$ cat src/hw/rtl/bgi_pkg.sv
// Shared types and constants for the breakpoint gain interpolator.
// No dependencies; imported by every module of the block.
package bgi_pkg;

    localparam int X_W        = 32;
    localparam int Y_W        = 16;
    localparam int IDX_IN_W   = 4;
    localparam int CFG_W      = 5;

    localparam int S_TDATA_W  = 104;
    localparam int M_TDATA_W  = 40;

    localparam int PROD_W     = 48;
    localparam int MUL_STEPS  = 16;
    localparam int DIV_STEPS  = 48;
    localparam int MUL_CNT_W  = $clog2(MUL_STEPS + 1);
    localparam int DIV_CNT_W  = $clog2(DIV_STEPS + 1);

    localparam logic [Y_W-1:0]   ONE_Q15   = 16'd32768;
    localparam logic [CFG_W-1:0] CFG_RESET = 5'd2;
    localparam logic [17:0]      QUO_CAP   = 18'h20000;

    localparam logic KIND_LOAD = 1'b0;
    localparam logic KIND_EVAL = 1'b1;

    typedef enum logic [3:0] {
        ST_IDLE,
        ST_HI,
        ST_LO,
        ST_SCAN,
        ST_PREP,
        ST_ABS,
        ST_MUL,
        ST_DIV,
        ST_SUM,
        ST_GSTART,
        ST_GAIN,
        ST_DONE
    } bgi_state_t;

endpackage

$ cat src/hw/rtl/bgi_smul.sv
// Bit-serial unsigned multiplier, one multiplier bit per cycle.
// Depends on bgi_pkg for widths and step count.
module bgi_smul
    import bgi_pkg::*;
(
    input  logic              clk,
    input  logic              rst_n,
    input  logic              start,
    input  logic [X_W-1:0]    mcand,
    input  logic [Y_W-1:0]    mplier,
    output logic              done,
    output logic [PROD_W-1:0] product
);

    logic                 busy_reg;
    logic                 done_reg;
    logic [MUL_CNT_W-1:0] cnt_reg;
    logic [PROD_W-1:0]    acc_reg;
    logic [PROD_W-1:0]    mcand_reg;
    logic [Y_W-1:0]       mplier_reg;

    always_ff @(posedge clk or negedge rst_n)
    begin
        if (!rst_n)
        begin
            busy_reg <= 1'b0;
            done_reg <= 1'b0;
            cnt_reg  <= '0;
        end
        else if (start)
        begin
            busy_reg <= 1'b1;
            done_reg <= 1'b0;
            cnt_reg  <= MUL_CNT_W'(MUL_STEPS);
        end
        else if (busy_reg)
        begin
            cnt_reg <= cnt_reg - 1'b1;
            if (cnt_reg == MUL_CNT_W'(1))
            begin
                busy_reg <= 1'b0;
                done_reg <= 1'b1;
            end
        end
        else
        begin
            done_reg <= 1'b0;
        end
    end

    always_ff @(posedge clk)
    begin
        if (start)
        begin
            acc_reg    <= '0;
            mcand_reg  <= PROD_W'(mcand);
            mplier_reg <= mplier;
        end
        else if (busy_reg)
        begin
            if (mplier_reg[0])
            begin
                acc_reg <= acc_reg + mcand_reg;
            end
            mcand_reg  <= {mcand_reg[PROD_W-2:0], 1'b0};
            mplier_reg <= {1'b0, mplier_reg[Y_W-1:1]};
        end
    end

    assign done    = done_reg;
    assign product = acc_reg;

endmodule

$ cat src/hw/rtl/bgi_sdiv.sv
// Bit-serial restoring divider, one quotient bit per cycle.
// Depends on bgi_pkg for widths and step count.
module bgi_sdiv
    import bgi_pkg::*;
(
    input  logic              clk,
    input  logic              rst_n,
    input  logic              start,
    input  logic [PROD_W-1:0] dividend,
    input  logic [X_W-1:0]    divisor,
    output logic              done,
    output logic [PROD_W-1:0] quotient
);

    logic                 busy_reg;
    logic                 done_reg;
    logic [DIV_CNT_W-1:0] cnt_reg;
    logic [X_W-1:0]       rem_reg;
    logic [PROD_W-1:0]    quo_reg;
    logic [X_W-1:0]       dvs_reg;
    logic [X_W:0]         partial;
    logic [X_W+1:0]       diff;

    assign partial = {rem_reg, quo_reg[PROD_W-1]};
    assign diff    = {1'b0, partial} - {2'b00, dvs_reg};

    always_ff @(posedge clk or negedge rst_n)
    begin
        if (!rst_n)
        begin
            busy_reg <= 1'b0;
            done_reg <= 1'b0;
            cnt_reg  <= '0;
        end
        else if (start)
        begin
            busy_reg <= 1'b1;
            done_reg <= 1'b0;
            cnt_reg  <= DIV_CNT_W'(DIV_STEPS);
        end
        else if (busy_reg)
        begin
            cnt_reg <= cnt_reg - 1'b1;
            if (cnt_reg == DIV_CNT_W'(1))
            begin
                busy_reg <= 1'b0;
                done_reg <= 1'b1;
            end
        end
        else
        begin
            done_reg <= 1'b0;
        end
    end

    always_ff @(posedge clk)
    begin
        if (start)
        begin
            rem_reg <= '0;
            quo_reg <= dividend;
            dvs_reg <= divisor;
        end
        else if (busy_reg)
        begin
            if (!diff[X_W+1])
            begin
                rem_reg <= diff[X_W-1:0];
                quo_reg <= {quo_reg[PROD_W-2:0], 1'b1};
            end
            else
            begin
                rem_reg <= partial[X_W-1:0];
                quo_reg <= {quo_reg[PROD_W-2:0], 1'b0};
            end
        end
    end

    assign done     = done_reg;
    assign quotient = quo_reg;

endmodule

$ cat src/hw/rtl/breakpoint_gain_interpolator_core.sv
// Breakpoint gain interpolator: table memory, segment search and control.
// Depends on bgi_pkg, bgi_smul and bgi_sdiv.
//
// Usage:
//   s_axis carries input words; tuser is the kind (load or evaluate).
//   A load word writes one breakpoint (x, y).
//   An evaluate word clamps its sample to the table range, searches the
//   segments one breakpoint per cycle from the table memory, forms the
//   slope term with a bit-serial multiply and a bit-serial restoring
//   divide, then scales gain_in with a second bit-serial multiply.
//   One word is worked on at a time. A zero-width segment skips the divide.
//   m_axis carries one result word per evaluate word, none per load word.
//   The output register holds a result while m_axis_tready is low; the
//   next word is accepted meanwhile and its result waits until it frees.
//   cfg_we writes point_count; the block leaves it to the user to write only while the block is idle.
//   Reset sets point_count to 2 and empties the output; table contents
//   are undefined until loaded.
module breakpoint_gain_interpolator_core
    import bgi_pkg::*;
#(
    parameter int MAX_POINTS = 16
)
(
    input  logic                 clk,
    input  logic                 rst_n,
    input  logic                 cfg_we,
    input  logic [CFG_W-1:0]     cfg_wdata,     // point_count
    input  logic                 s_axis_tvalid,
    output logic                 s_axis_tready,
    // point_index[3:0], point_x[35:4], point_y[51:36], sample_x[83:52],
    // gain_in[99:84], zero pad[103:100]
    input  logic [S_TDATA_W-1:0] s_axis_tdata,
    input  logic                 s_axis_tuser,  // kind
    output logic                 m_axis_tvalid,
    input  logic                 m_axis_tready,
    // gain_out[15:0], curve_value[31:16], audible[32], zero pad[39:33]
    output logic [M_TDATA_W-1:0] m_axis_tdata
);

    localparam int IDX_W = $clog2(MAX_POINTS);
    localparam int CW    = ($clog2(MAX_POINTS + 1) > CFG_W) ? $clog2(MAX_POINTS + 1) : CFG_W;

    bgi_state_t state_reg, state_next;

    logic [CFG_W-1:0]  cfg_reg;
    logic [X_W-1:0]    x_mem [MAX_POINTS];
    logic [Y_W-1:0]    y_mem [MAX_POINTS];
    logic [X_W-1:0]    rd_x_reg;
    logic [Y_W-1:0]    rd_y_reg;
    logic [IDX_W-1:0]  rd_addr;
    logic              mem_we;

    logic [IDX_IN_W-1:0] in_index;
    logic [X_W-1:0]      in_px;
    logic [Y_W-1:0]      in_py;
    logic [X_W-1:0]      in_sx;
    logic [Y_W-1:0]      in_gain;
    logic [Y_W-1:0]      py_sat;
    logic [Y_W-1:0]      gain_sat;

    logic [CW-1:0]     pc_ext;
    logic [CW-1:0]     n_act;
    logic [IDX_W-1:0]  last_idx;

    logic [X_W-1:0]    sample_reg;
    logic [Y_W-1:0]    gain_reg;
    logic [X_W-1:0]    hi_reg;
    logic [X_W-1:0]    c_reg;
    logic [X_W-1:0]    x0_reg;
    logic [X_W-1:0]    x1_reg;
    logic [Y_W-1:0]    y0_reg;
    logic [Y_W-1:0]    y1_reg;
    logic [IDX_W-1:0]  i_reg;
    logic [X_W:0]      dv_reg;
    logic [X_W:0]      dx_reg;
    logic [Y_W:0]      dy_reg;
    logic [X_W-1:0]    dx_mag_reg;
    logic              neg_reg;
    logic              dxz_reg;
    logic [Y_W-1:0]    curve_reg;

    logic [X_W-1:0]    c_lo;
    logic [X_W-1:0]    c_clamp;
    logic              seg_hit;
    logic [X_W:0]      dv_abs;
    logic [Y_W:0]      dy_abs;
    logic [X_W:0]      dx_abs;
    logic [17:0]       q_cap;
    logic [19:0]       q_signed;
    logic signed [19:0] sum;
    logic [Y_W-1:0]    sum_sat;

    logic              mul_start;
    logic [X_W-1:0]    mul_a;
    logic [Y_W-1:0]    mul_b;
    logic              mul_done;
    logic [PROD_W-1:0] mul_p;
    logic              div_start;
    logic              div_done;
    logic [PROD_W-1:0] div_q;

    logic              s_accept;
    logic              out_load;
    logic              m_tvalid_reg, m_tvalid_next;
    logic [Y_W-1:0]    out_gain_reg;
    logic [Y_W-1:0]    out_curve_reg;
    logic              out_aud_reg;

    assign in_index = s_axis_tdata[3:0];
    assign in_px    = s_axis_tdata[35:4];
    assign in_py    = s_axis_tdata[51:36];
    assign in_sx    = s_axis_tdata[83:52];
    assign in_gain  = s_axis_tdata[99:84];
    assign py_sat   = (in_py > ONE_Q15) ? ONE_Q15 : in_py;
    assign gain_sat = (in_gain > ONE_Q15) ? ONE_Q15 : in_gain;

    assign pc_ext   = CW'(cfg_reg);
    assign n_act    = (pc_ext < CW'(2)) ? CW'(2) :
                      (pc_ext > CW'(MAX_POINTS)) ? CW'(MAX_POINTS) : pc_ext;
    assign last_idx = IDX_W'(n_act - CW'(1));

    assign s_accept = s_axis_tvalid && s_axis_tready;

    always_ff @(posedge clk or negedge rst_n)
    begin
        if (!rst_n)
        begin
            cfg_reg <= CFG_RESET;
        end
        else if (cfg_we)
        begin
            cfg_reg <= cfg_wdata;
        end
    end

    always_ff @(posedge clk)
    begin
        if (mem_we)
        begin
            x_mem[IDX_W'(in_index)] <= in_px;
            y_mem[IDX_W'(in_index)] <= py_sat;
        end
    end

    always_ff @(posedge clk)
    begin
        rd_x_reg <= x_mem[rd_addr];
        rd_y_reg <= y_mem[rd_addr];
    end

    assign c_lo    = ($signed(sample_reg) <= $signed(rd_x_reg)) ? rd_x_reg : sample_reg;
    assign c_clamp = ($signed(c_lo) > $signed(hi_reg)) ? hi_reg : c_lo;
    assign seg_hit = ($signed(c_reg) >= $signed(x0_reg)) && ($signed(c_reg) < $signed(rd_x_reg));

    assign dv_abs = dv_reg[X_W] ? (~dv_reg + 1'b1) : dv_reg;
    assign dy_abs = dy_reg[Y_W] ? (~dy_reg + 1'b1) : dy_reg;
    assign dx_abs = dx_reg[X_W] ? (~dx_reg + 1'b1) : dx_reg;

    assign q_cap    = (|div_q[PROD_W-1:17]) ? QUO_CAP : div_q[17:0];
    assign q_signed = neg_reg ? (~{2'b00, q_cap} + 1'b1) : {2'b00, q_cap};
    assign sum      = $signed({4'b0000, y0_reg}) + $signed(q_signed);
    assign sum_sat  = (sum < 0) ? '0 :
                      (sum > $signed({4'b0000, ONE_Q15})) ? ONE_Q15 : sum[Y_W-1:0];

    always_ff @(posedge clk or negedge rst_n)
    begin
        if (!rst_n)
        begin
            state_reg <= ST_IDLE;
        end
        else
        begin
            state_reg <= state_next;
        end
    end

    always_comb
    begin
        state_next    = state_reg;
        rd_addr       = '0;
        mem_we        = 1'b0;
        s_axis_tready = 1'b0;
        mul_start     = 1'b0;
        mul_a         = dv_abs[X_W-1:0];
        mul_b         = dy_abs[Y_W-1:0];
        div_start     = 1'b0;
        out_load      = 1'b0;
        unique case (state_reg)
            ST_IDLE:
            begin
                s_axis_tready = 1'b1;
                rd_addr       = last_idx;
                if (s_accept)
                begin
                    if (s_axis_tuser == KIND_EVAL)
                    begin
                        state_next = ST_HI;
                    end
                    else
                    begin
                        mem_we = (32'(in_index) < 32'(MAX_POINTS));
                    end
                end
            end
            ST_HI:
            begin
                rd_addr    = '0;
                state_next = ST_LO;
            end
            ST_LO:
            begin
                rd_addr    = IDX_W'(1);
                state_next = ST_SCAN;
            end
            ST_SCAN:
            begin
                rd_addr = IDX_W'(i_reg + 1'b1);
                if (seg_hit || (i_reg == last_idx))
                begin
                    state_next = ST_PREP;
                end
            end
            ST_PREP:
            begin
                state_next = ST_ABS;
            end
            ST_ABS:
            begin
                mul_start  = 1'b1;
                state_next = ST_MUL;
            end
            ST_MUL:
            begin
                if (mul_done)
                begin
                    if (dxz_reg)
                    begin
                        state_next = ST_GSTART;
                    end
                    else
                    begin
                        div_start  = 1'b1;
                        state_next = ST_DIV;
                    end
                end
            end
            ST_DIV:
            begin
                if (div_done)
                begin
                    state_next = ST_SUM;
                end
            end
            ST_SUM:
            begin
                state_next = ST_GSTART;
            end
            ST_GSTART:
            begin
                mul_start  = 1'b1;
                mul_a      = X_W'(gain_reg);
                mul_b      = curve_reg;
                state_next = ST_GAIN;
            end
            ST_GAIN:
            begin
                if (mul_done)
                begin
                    state_next = ST_DONE;
                end
            end
            ST_DONE:
            begin
                if (!m_tvalid_reg || m_axis_tready)
                begin
                    out_load   = 1'b1;
                    state_next = ST_IDLE;
                end
            end
            default:
            begin
                state_next = ST_IDLE;
            end
        endcase
    end

    always_ff @(posedge clk)
    begin
        case (state_reg)
            ST_IDLE:
            begin
                sample_reg <= in_sx;
                gain_reg   <= gain_sat;
            end
            ST_HI:
            begin
                hi_reg <= rd_x_reg;
            end
            ST_LO:
            begin
                c_reg  <= c_clamp;
                x0_reg <= rd_x_reg;
                y0_reg <= rd_y_reg;
                i_reg  <= IDX_W'(1);
            end
            ST_SCAN:
            begin
                if (seg_hit || (i_reg == last_idx))
                begin
                    x1_reg <= rd_x_reg;
                    y1_reg <= rd_y_reg;
                end
                else
                begin
                    x0_reg <= rd_x_reg;
                    y0_reg <= rd_y_reg;
                    i_reg  <= IDX_W'(i_reg + 1'b1);
                end
            end
            ST_PREP:
            begin
                dv_reg <= {c_reg[X_W-1], c_reg} - {x0_reg[X_W-1], x0_reg};
                dx_reg <= {x1_reg[X_W-1], x1_reg} - {x0_reg[X_W-1], x0_reg};
                dy_reg <= {1'b0, y1_reg} - {1'b0, y0_reg};
            end
            ST_ABS:
            begin
                dx_mag_reg <= dx_abs[X_W-1:0];
                neg_reg    <= dv_reg[X_W] ^ dy_reg[Y_W] ^ dx_reg[X_W];
                dxz_reg    <= (dx_reg == '0);
            end
            ST_MUL:
            begin
                if (dxz_reg)
                begin
                    curve_reg <= y0_reg;
                end
            end
            ST_SUM:
            begin
                curve_reg <= sum_sat;
            end
            default:
            begin
            end
        endcase
    end

    bgi_smul u_mul (
        .clk     (clk),
        .rst_n   (rst_n),
        .start   (mul_start),
        .mcand   (mul_a),
        .mplier  (mul_b),
        .done    (mul_done),
        .product (mul_p)
    );

    bgi_sdiv u_div (
        .clk      (clk),
        .rst_n    (rst_n),
        .start    (div_start),
        .dividend (mul_p),
        .divisor  (dx_mag_reg),
        .done     (div_done),
        .quotient (div_q)
    );

    always_comb
    begin
        m_tvalid_next = m_tvalid_reg;
        if (out_load)
        begin
            m_tvalid_next = 1'b1;
        end
        else if (m_axis_tready)
        begin
            m_tvalid_next = 1'b0;
        end
    end

    always_ff @(posedge clk or negedge rst_n)
    begin
        if (!rst_n)
        begin
            m_tvalid_reg <= 1'b0;
        end
        else
        begin
            m_tvalid_reg <= m_tvalid_next;
        end
    end

    always_ff @(posedge clk)
    begin
        if (out_load)
        begin
            out_gain_reg  <= mul_p[30:15];
            out_curve_reg <= curve_reg;
            out_aud_reg   <= (curve_reg != '0);
        end
    end

    assign m_axis_tvalid = m_tvalid_reg;
    assign m_axis_tdata  = {7'b0000000, out_aud_reg, out_curve_reg, out_gain_reg};

endmodule
$ cat config.mk
export PLATFORM = sky130hd
export DESIGN_NAME = breakpoint_gain_interpolator_core
export DESIGN_NICKNAME = d
export VERILOG_FILES = /design/src/hw/rtl/bgi_pkg.sv /design/src/hw/rtl/bgi_smul.sv /design/src/hw/rtl/bgi_sdiv.sv /design/src/hw/rtl/breakpoint_gain_interpolator_core.sv
export SDC_FILE = /design/constraint.sdc
export NUM_CORES = 2
export LEC_CHECK = 0
export ABC_AREA = 0
export BUFFER_PORTS_ARGS = -buffer_cell sky130_fd_sc_hd__clkbuf_2
export CAP_MARGIN = 30
export CELL_PAD_IN_SITES_DETAIL_PLACEMENT = 1
export CELL_PAD_IN_SITES_GLOBAL_PLACEMENT = 1
export CORE_MARGIN = 2
export CORE_UTILIZATION = 40
export CTS_BUF_LIST = sky130_fd_sc_hd__clkbuf_2
export CTS_CLUSTER_SIZE = 8
export DETAILED_ROUTE_END_ITERATION = 6
export PLACE_DENSITY = 0.61
export SYNTH_ARGS = -nofsm -noshare
export SYNTH_HDL_FRONTEND = slang
export SYNTH_SLANG_ARGS = --single-unit
$ cat constraint.sdc
create_clock -name clk -period 8.55 [get_ports clk]
set_input_delay 0.4275 -clock clk [delete_from_list [all_inputs] [get_ports clk]]
set_output_delay 0.4275 -clock clk [all_outputs]
set_load 0.02 [all_outputs]
# ---- Yosys cells after proc, flatten, opt, wreduce, memory -nomap -nowiden
# Memories as Yosys holds them, arrays and structs flattened. A register that Yosys moved wholly into a read port is not among the register bits.
# Index checks and enable logic that the tools add are counted.
dict set report word_totals {
  ff_bits 627
  latch_bits 0
  mem_bits_rw 768
  mem_bits_ro 0
  elab_cells 182
  n_memories 2
}
# memory words word_bits read_ports rd_clocked_by_memory_dff write_ports line
set mem_list {}
lappend mem_list {x_mem 16 32 1 1 1 breakpoint_gain_interpolator_core.sv:46} ;# logic [X_W-1:0] x_mem [MAX_POINTS];
lappend mem_list {y_mem 16 16 1 1 1 breakpoint_gain_interpolator_core.sv:47} ;# logic [Y_W-1:0] y_mem [MAX_POINTS];
dict set report classes {
  addsub 14
  mul 0
  n_div 0
  magnitude_cmp 10
  n_eq_ne 25
  shifts 0
  mux 70
  bitwise_logic 6
  n_reduce_logical 20
}
# cell count
set op_table {}
lappend op_table {{2-to-1 mux 32 bit} 9}
lappend op_table {{2-to-1 mux 16 bit} 9}
lappend op_table {{2-to-1 mux 48 bit} 2}
lappend op_table {{subtractor 32 x 32 -> 33 bit} 2}
lappend op_table {{adder 32 x 1 -> 32 bit (second input constant)} 2}
lappend op_table {{NOT 32 bit} 2}
lappend op_table {{one-hot mux 16 bit (2 select lines)} 2}
lappend op_table {{one-hot mux 32 bit (2 select lines)} 1}
lappend op_table {{adder 48 bit} 1}
lappend op_table {{one-hot mux 4 bit (12 select lines)} 1}
lappend op_table {{2-to-1 mux 4 bit} 11}
lappend op_table {{subtractor 33 x 32 -> 34 bit} 1}
lappend op_table {{logical NOT 33 bit} 1}
lappend op_table {{>= comparator 32 bit} 1}
lappend op_table {{> comparator 16 bit (second input constant)} 2}
lappend op_table {{> comparator 32 bit} 1}
lappend op_table {{less-or-equal comparator 32 bit} 1}
lappend op_table {{< comparator 32 bit} 1}
lappend op_table {{OR reduction 31 bit} 1}
lappend op_table {{2-to-1 mux 1 bit} 27}
lappend op_table {{adder 17 x 20 -> 20 bit} 1}
lappend op_table {{adder 20 x 1 -> 20 bit (second input constant)} 1}
lappend op_table {{> comparator 20 x 17 -> 1 bit (second input constant)} 1}
lappend op_table {{< comparator 20 x 1 -> 1 bit (second input constant)} 1}
lappend op_table {{other kinds (36)} 63}

# ---- Longest topological paths before layout
dict set report logic_depth {
  ltp_word 10
  ltp_mapped 25
}

# ---- By module
# From an unflattened synthesis, not the netlist that was laid out.
dict set report hier_totals {
  cells_unflattened 5741
  hier_area_um2 67985.2
}
# module instances cells_per_inst area_per_inst_um2 seq_area_each_um2
set by_module_without_submodules {}
lappend by_module_without_submodules {breakpoint_gain_interpolator_core 1 4343 54070.6 35625.4}
lappend by_module_without_submodules {bgi_smul 1 784 7267.0 2897.8}
lappend by_module_without_submodules {bgi_sdiv 1 614 6647.6 3243.1}

# ---- Worst setup path before layout
# No wires, ideal clock.
dict set report synth_path {
  path_type {flip-flop to flip-flop}
  startpoint {register state_reg[2]}
  endpoint {register dv_reg[0] (enable)}
  arrival_ns 6.555
  path_slack_ns 1.369
  stages_incl_launch_ff 5
  path_buffers 2
  path_cell_list {dfrtp_1 -> clkbuf_1 -> clkbuf_1 -> nand2b_1 -> nor3_1}
}
dict set report synth_via {
  elab_chain_cells 1
}
# element line
set synth_rtl {}
lappend synth_rtl {{from (decl)} breakpoint_gain_interpolator_core.sv:43} ;# bgi_state_t state_reg, state_next;
lappend synth_rtl {{from (signal assigned)} breakpoint_gain_interpolator_core.sv:173} ;# state_reg <= state_next;
lappend synth_rtl {{equality test 4 x 3 -> 1 bit} breakpoint_gain_interpolator_core.sv:289} ;# case (state_reg)
lappend synth_rtl {{to (signal assigned)} breakpoint_gain_interpolator_core.sv:322} ;# dv_reg <= {c_reg[X_W-1], c_reg} - {x0_reg[X_W-1], x0_reg};
lappend synth_rtl {{to (decl)} breakpoint_gain_interpolator_core.sv:74} ;# logic [X_W:0] dv_reg;
# Every way passes these cells.
# A chain may end at the register's enable or synchronous reset.

# ---- Worst setup path in the final report
dict set report layout_path {
  startpoint {register rd_x_reg[1] (read register of x_mem)}
  endpoint {register c_reg[23] (data pin)}
}
dict set report layout_via {
  elab_chain_cells 4
}
# element line
set layout_rtl {}
lappend layout_rtl {{from (decl)} breakpoint_gain_interpolator_core.sv:48} ;# logic [X_W-1:0] rd_x_reg;
lappend layout_rtl {{less-or-equal comparator 32 bit} breakpoint_gain_interpolator_core.sv:151} ;# assign c_lo = ($signed(sample_reg) <= $signed(rd_x_reg)) ? rd_x_reg : sample_reg;
lappend layout_rtl {{2-to-1 mux 32 bit *} breakpoint_gain_interpolator_core.sv:151}
lappend layout_rtl {{> comparator 32 bit} breakpoint_gain_interpolator_core.sv:152} ;# assign c_clamp = ($signed(c_lo) > $signed(hi_reg)) ? hi_reg : c_lo;
lappend layout_rtl {{2-to-1 mux 32 bit *} breakpoint_gain_interpolator_core.sv:152}
lappend layout_rtl {{via c_clamp[23]} breakpoint_gain_interpolator_core.sv:83} ;# logic [X_W-1:0] c_clamp;
lappend layout_rtl {{to (signal assigned)} breakpoint_gain_interpolator_core.sv:301} ;# c_reg <= c_clamp;
lappend layout_rtl {{to (decl)} breakpoint_gain_interpolator_core.sv:68} ;# logic [X_W-1:0] c_reg;
# The timed path passes the listed nets; every way through them passes the cells marked *.

==> flow_metrics.env <==
export IMPL_drive_gt1_frac=0.188
export IMPL_nets=6098
export IMPL_hold_class="in -> reg"
export IMPL_cp_end_kind="flip-flop"
export IMPL_layout_commonest_cell="edfxtp_1"
export IMPL_syn_to_final_growth_pct=15.3
export IMPL_cpPeakStageDelay_ns=0.80
export IMPL_critPathSlowestCell="o311ai_4"
export IMPL_largestRegisters="x_mem (512), y_mem (256)"
export IMPL_leakagePower_nw=29.0
export IMPL_grt_remaining_overflow=0
export IMPL_run_status="finished clean"
export IMPL_yosysUniqueCellTypes=98
export IMPL_netlist_area_sq_mm=0.0672
export IMPL_core_area_sq_mm=0.167
export IMPL_grt_pass1_wl_um=284000
export IMPL_cts_clk_slew_worst_paths_ns=0.10
export IMPL_crit_buf_inv=4
export IMPL_fin_skew_ns=0.234
export IMPL_dpl_hpwl_um=117000
export IMPL_first_pass_iters=5
export IMPL_final_cell_mix="1,274 x edfxtp_1, 703 x clkbuf_2, 477 x nand2_1, 298 x dlygate4sd3_1, 283 x ha_1"
export IMPL_hold_slack_ns=0.334
export IMPL_ant_nets=0
export IMPL_fmax_mhz=140
export IMPL_synth_ff_type="edfxtp_1"
export IMPL_design_die_area_sq_mm=0.171
export IMPL_vias=44347
export IMPL_crit_path_max_fanout=17
export IMPL_period_needed_ns=7.13
export IMPL_routed_wl_um=188000
export IMPL_synth_area_leaders="edfxtp_1 57%, mux4_2 6.4%, ha_1 5.3%, dfxtp_1 4.3%, nand2_1 2.7%"
export IMPL_required_ns=9.87
export IMPL_drtIter0Drc=2697
export IMPL_yosysSeqAreaShare=0.621
export IMPL_cts_buffers=394
export IMPL_crit_top_cell="a21o_1"
export IMPL_synth_edff_count=1274
export IMPL_final_core_util=0.464
export IMPL_remaining_drc_errors=0
export IMPL_synth_top_cell_area_share=0.569
export IMPL_place_congestion=0.856
export IMPL_syn_avg_cell_area_sq_um=13.5
export IMPL_async_flop_share=0.0173
export IMPL_cp_top_family="compound AO/OA/AOI/OAI gates"
export IMPL_die_w_um=414
export IMPL_finalPower_mw=29.2
export IMPL_yosysWarningCount=0
export IMPL_insertion_delay_ns=1.79
export IMPL_arrival_ns=8.45
export IMPL_viasPerCell=5.41
export IMPL_power_density_mw_per_mm2=377
export IMPL_routed_wire_length_per_instance_um=22.9
export IMPL_vdd_ir_drop_max_uv=355
export IMPL_rsz0062_at_grt="no"
export IMPL_critPathLaunchType="flip-flop"
export IMPL_relSlewSlack=0.270
export IMPL_path_class="reg -> reg"
export IMPL_drv_cap=0
export IMPL_top_register="x_mem"
export IMPL_cts_setup_buffers=0
export IMPL_fin_tns_setup_ns=0
export IMPL_die_h_um=414
export IMPL_largest_reg_flops=512
export IMPL_io_buffers=145
export IMPL_grt_antenna_before_repair=22
export IMPL_synth_top_area_cell="edfxtp_1"
export IMPL_grt_pass1_vias=46783
export IMPL_fin_crit_sh=0.834
export IMPL_tightestPinTransition_ns=1.09
export IMPL_numClockSinks=1443
export IMPL_root_buffer="clkbuf_2"
export IMPL_synth_cells=4969
export IMPL_clockBufferDepth=4
export IMPL_grt_util_all_layers=0.218
export IMPL_htreeDepth=5
export IMPL_rows=150
export IMPL_hold_viol_final=0
export IMPL_grt_max_degree=133
export IMPL_setup_viol=0
export IMPL_ys_ff_latch=1443
export IMPL_io_pins=157
export IMPL_start_util=0.402
export IMPL_cts_tree="built"
export IMPL_slew_violations=0
==> cells by family after synthesis <==
kind of cell               count (synthesis)  synth area share
muxes                                    274            0.0773
other                                      1         0.0000558
xor gates and xnor gates                 234            0.0305
AOI/OAI and AO/OA                       1084             0.105
and+or+nand+nor                         1197            0.0848
adders and majority gates                289            0.0545
buffers and inverters                    447            0.0264
DFF                                     1443             0.621
==> worst min-delay path, cell delays in order <==
cell and delay [ns]:
dlygate4sd3_1 0.54, clkbuf_2 0.10, dlygate4sd3_1 0.75
==> per-stage QoR <==
stage,instance area [sq um],setup slack (ns),instances
CTS,77300,1.29,8172
detailed placement,70900,1.45,7192
global placement,70600,1.43,7177
floorplan,67200,1.37,4975
finish,77500,1.42,8197
global route,77500,1.05,8194
==> cell type report <==
cell class	instances	area [sq um]
clock buffer	558	2790
sequential	1443	41800
timing repair buffer	534	4770
multi-input combinational	3085	23900
tap	2204	2760
fill	17406	89500
clock inverter	127	582
inverter	236	886
antenna	10	25.0
==> worst paths after layout <==
path | startpoint | to | slack, ns | cells past startpoint
max | rd_x_reg[1] | c_reg[23] | 1.42 | 25
min | s_axis_tdata[23] | x_mem[14][19] | 0.33 | 3
max reg2reg | rd_x_reg[1] | c_reg[23] | 1.42 | 25
min reg2reg | dx_mag_reg[27] | u_div.dvs_reg[27] | 0.40 | 0
max in group asynchronous | rst_n | u_mul.done | 7.12 | 6
min in group asynchronous | rst_n | u_div.cnt_reg[1] | 0.82 | 5
==> timing repair <==
| action | 4_1_cts | 5_1_grt |
|---|---|---|
| hold endpoints to repair | 1652 | 44 |
| setup endpoints to repair | 0 | 0 |
| hold buffers | 295 | 3 |
| gates resized for setup | 0 | 0 |
==> synthesized netlist by cell type (all sizes together) (48+ instances only) <==
library cell	number
o22ai	54
edfxtp	1274
mux4	192
nor2	221
inv	235
and2	63
xor2	83
nand2	480
ha	283
a21oi	275
a211oi	81
clkbuf	146
a31oi	76
xnor2	151
o21ai	203
a21o	103
dfxtp	144
nand3	48
nor3	63
nor2b	81
buf	64
==> where the power goes <==
group | internal [mW] | leakage [nW] | switching (mW)
combinational | 5.86 | 13.3 | 8.18
clock | 1.84 | 2.61 | 2.95
sequential | 9.43 | 13.1 | 0.958
==> routing by layer <==
metal,track usage,vias up,wire (um)
li1,-,20628,-
met1,0.275,22252,79100
met2,0.369,1058,93800
met3,0.0379,397,8190
met4,0.0970,12,6460
met5,0,-,80
(Power assumes the default switching activity.)
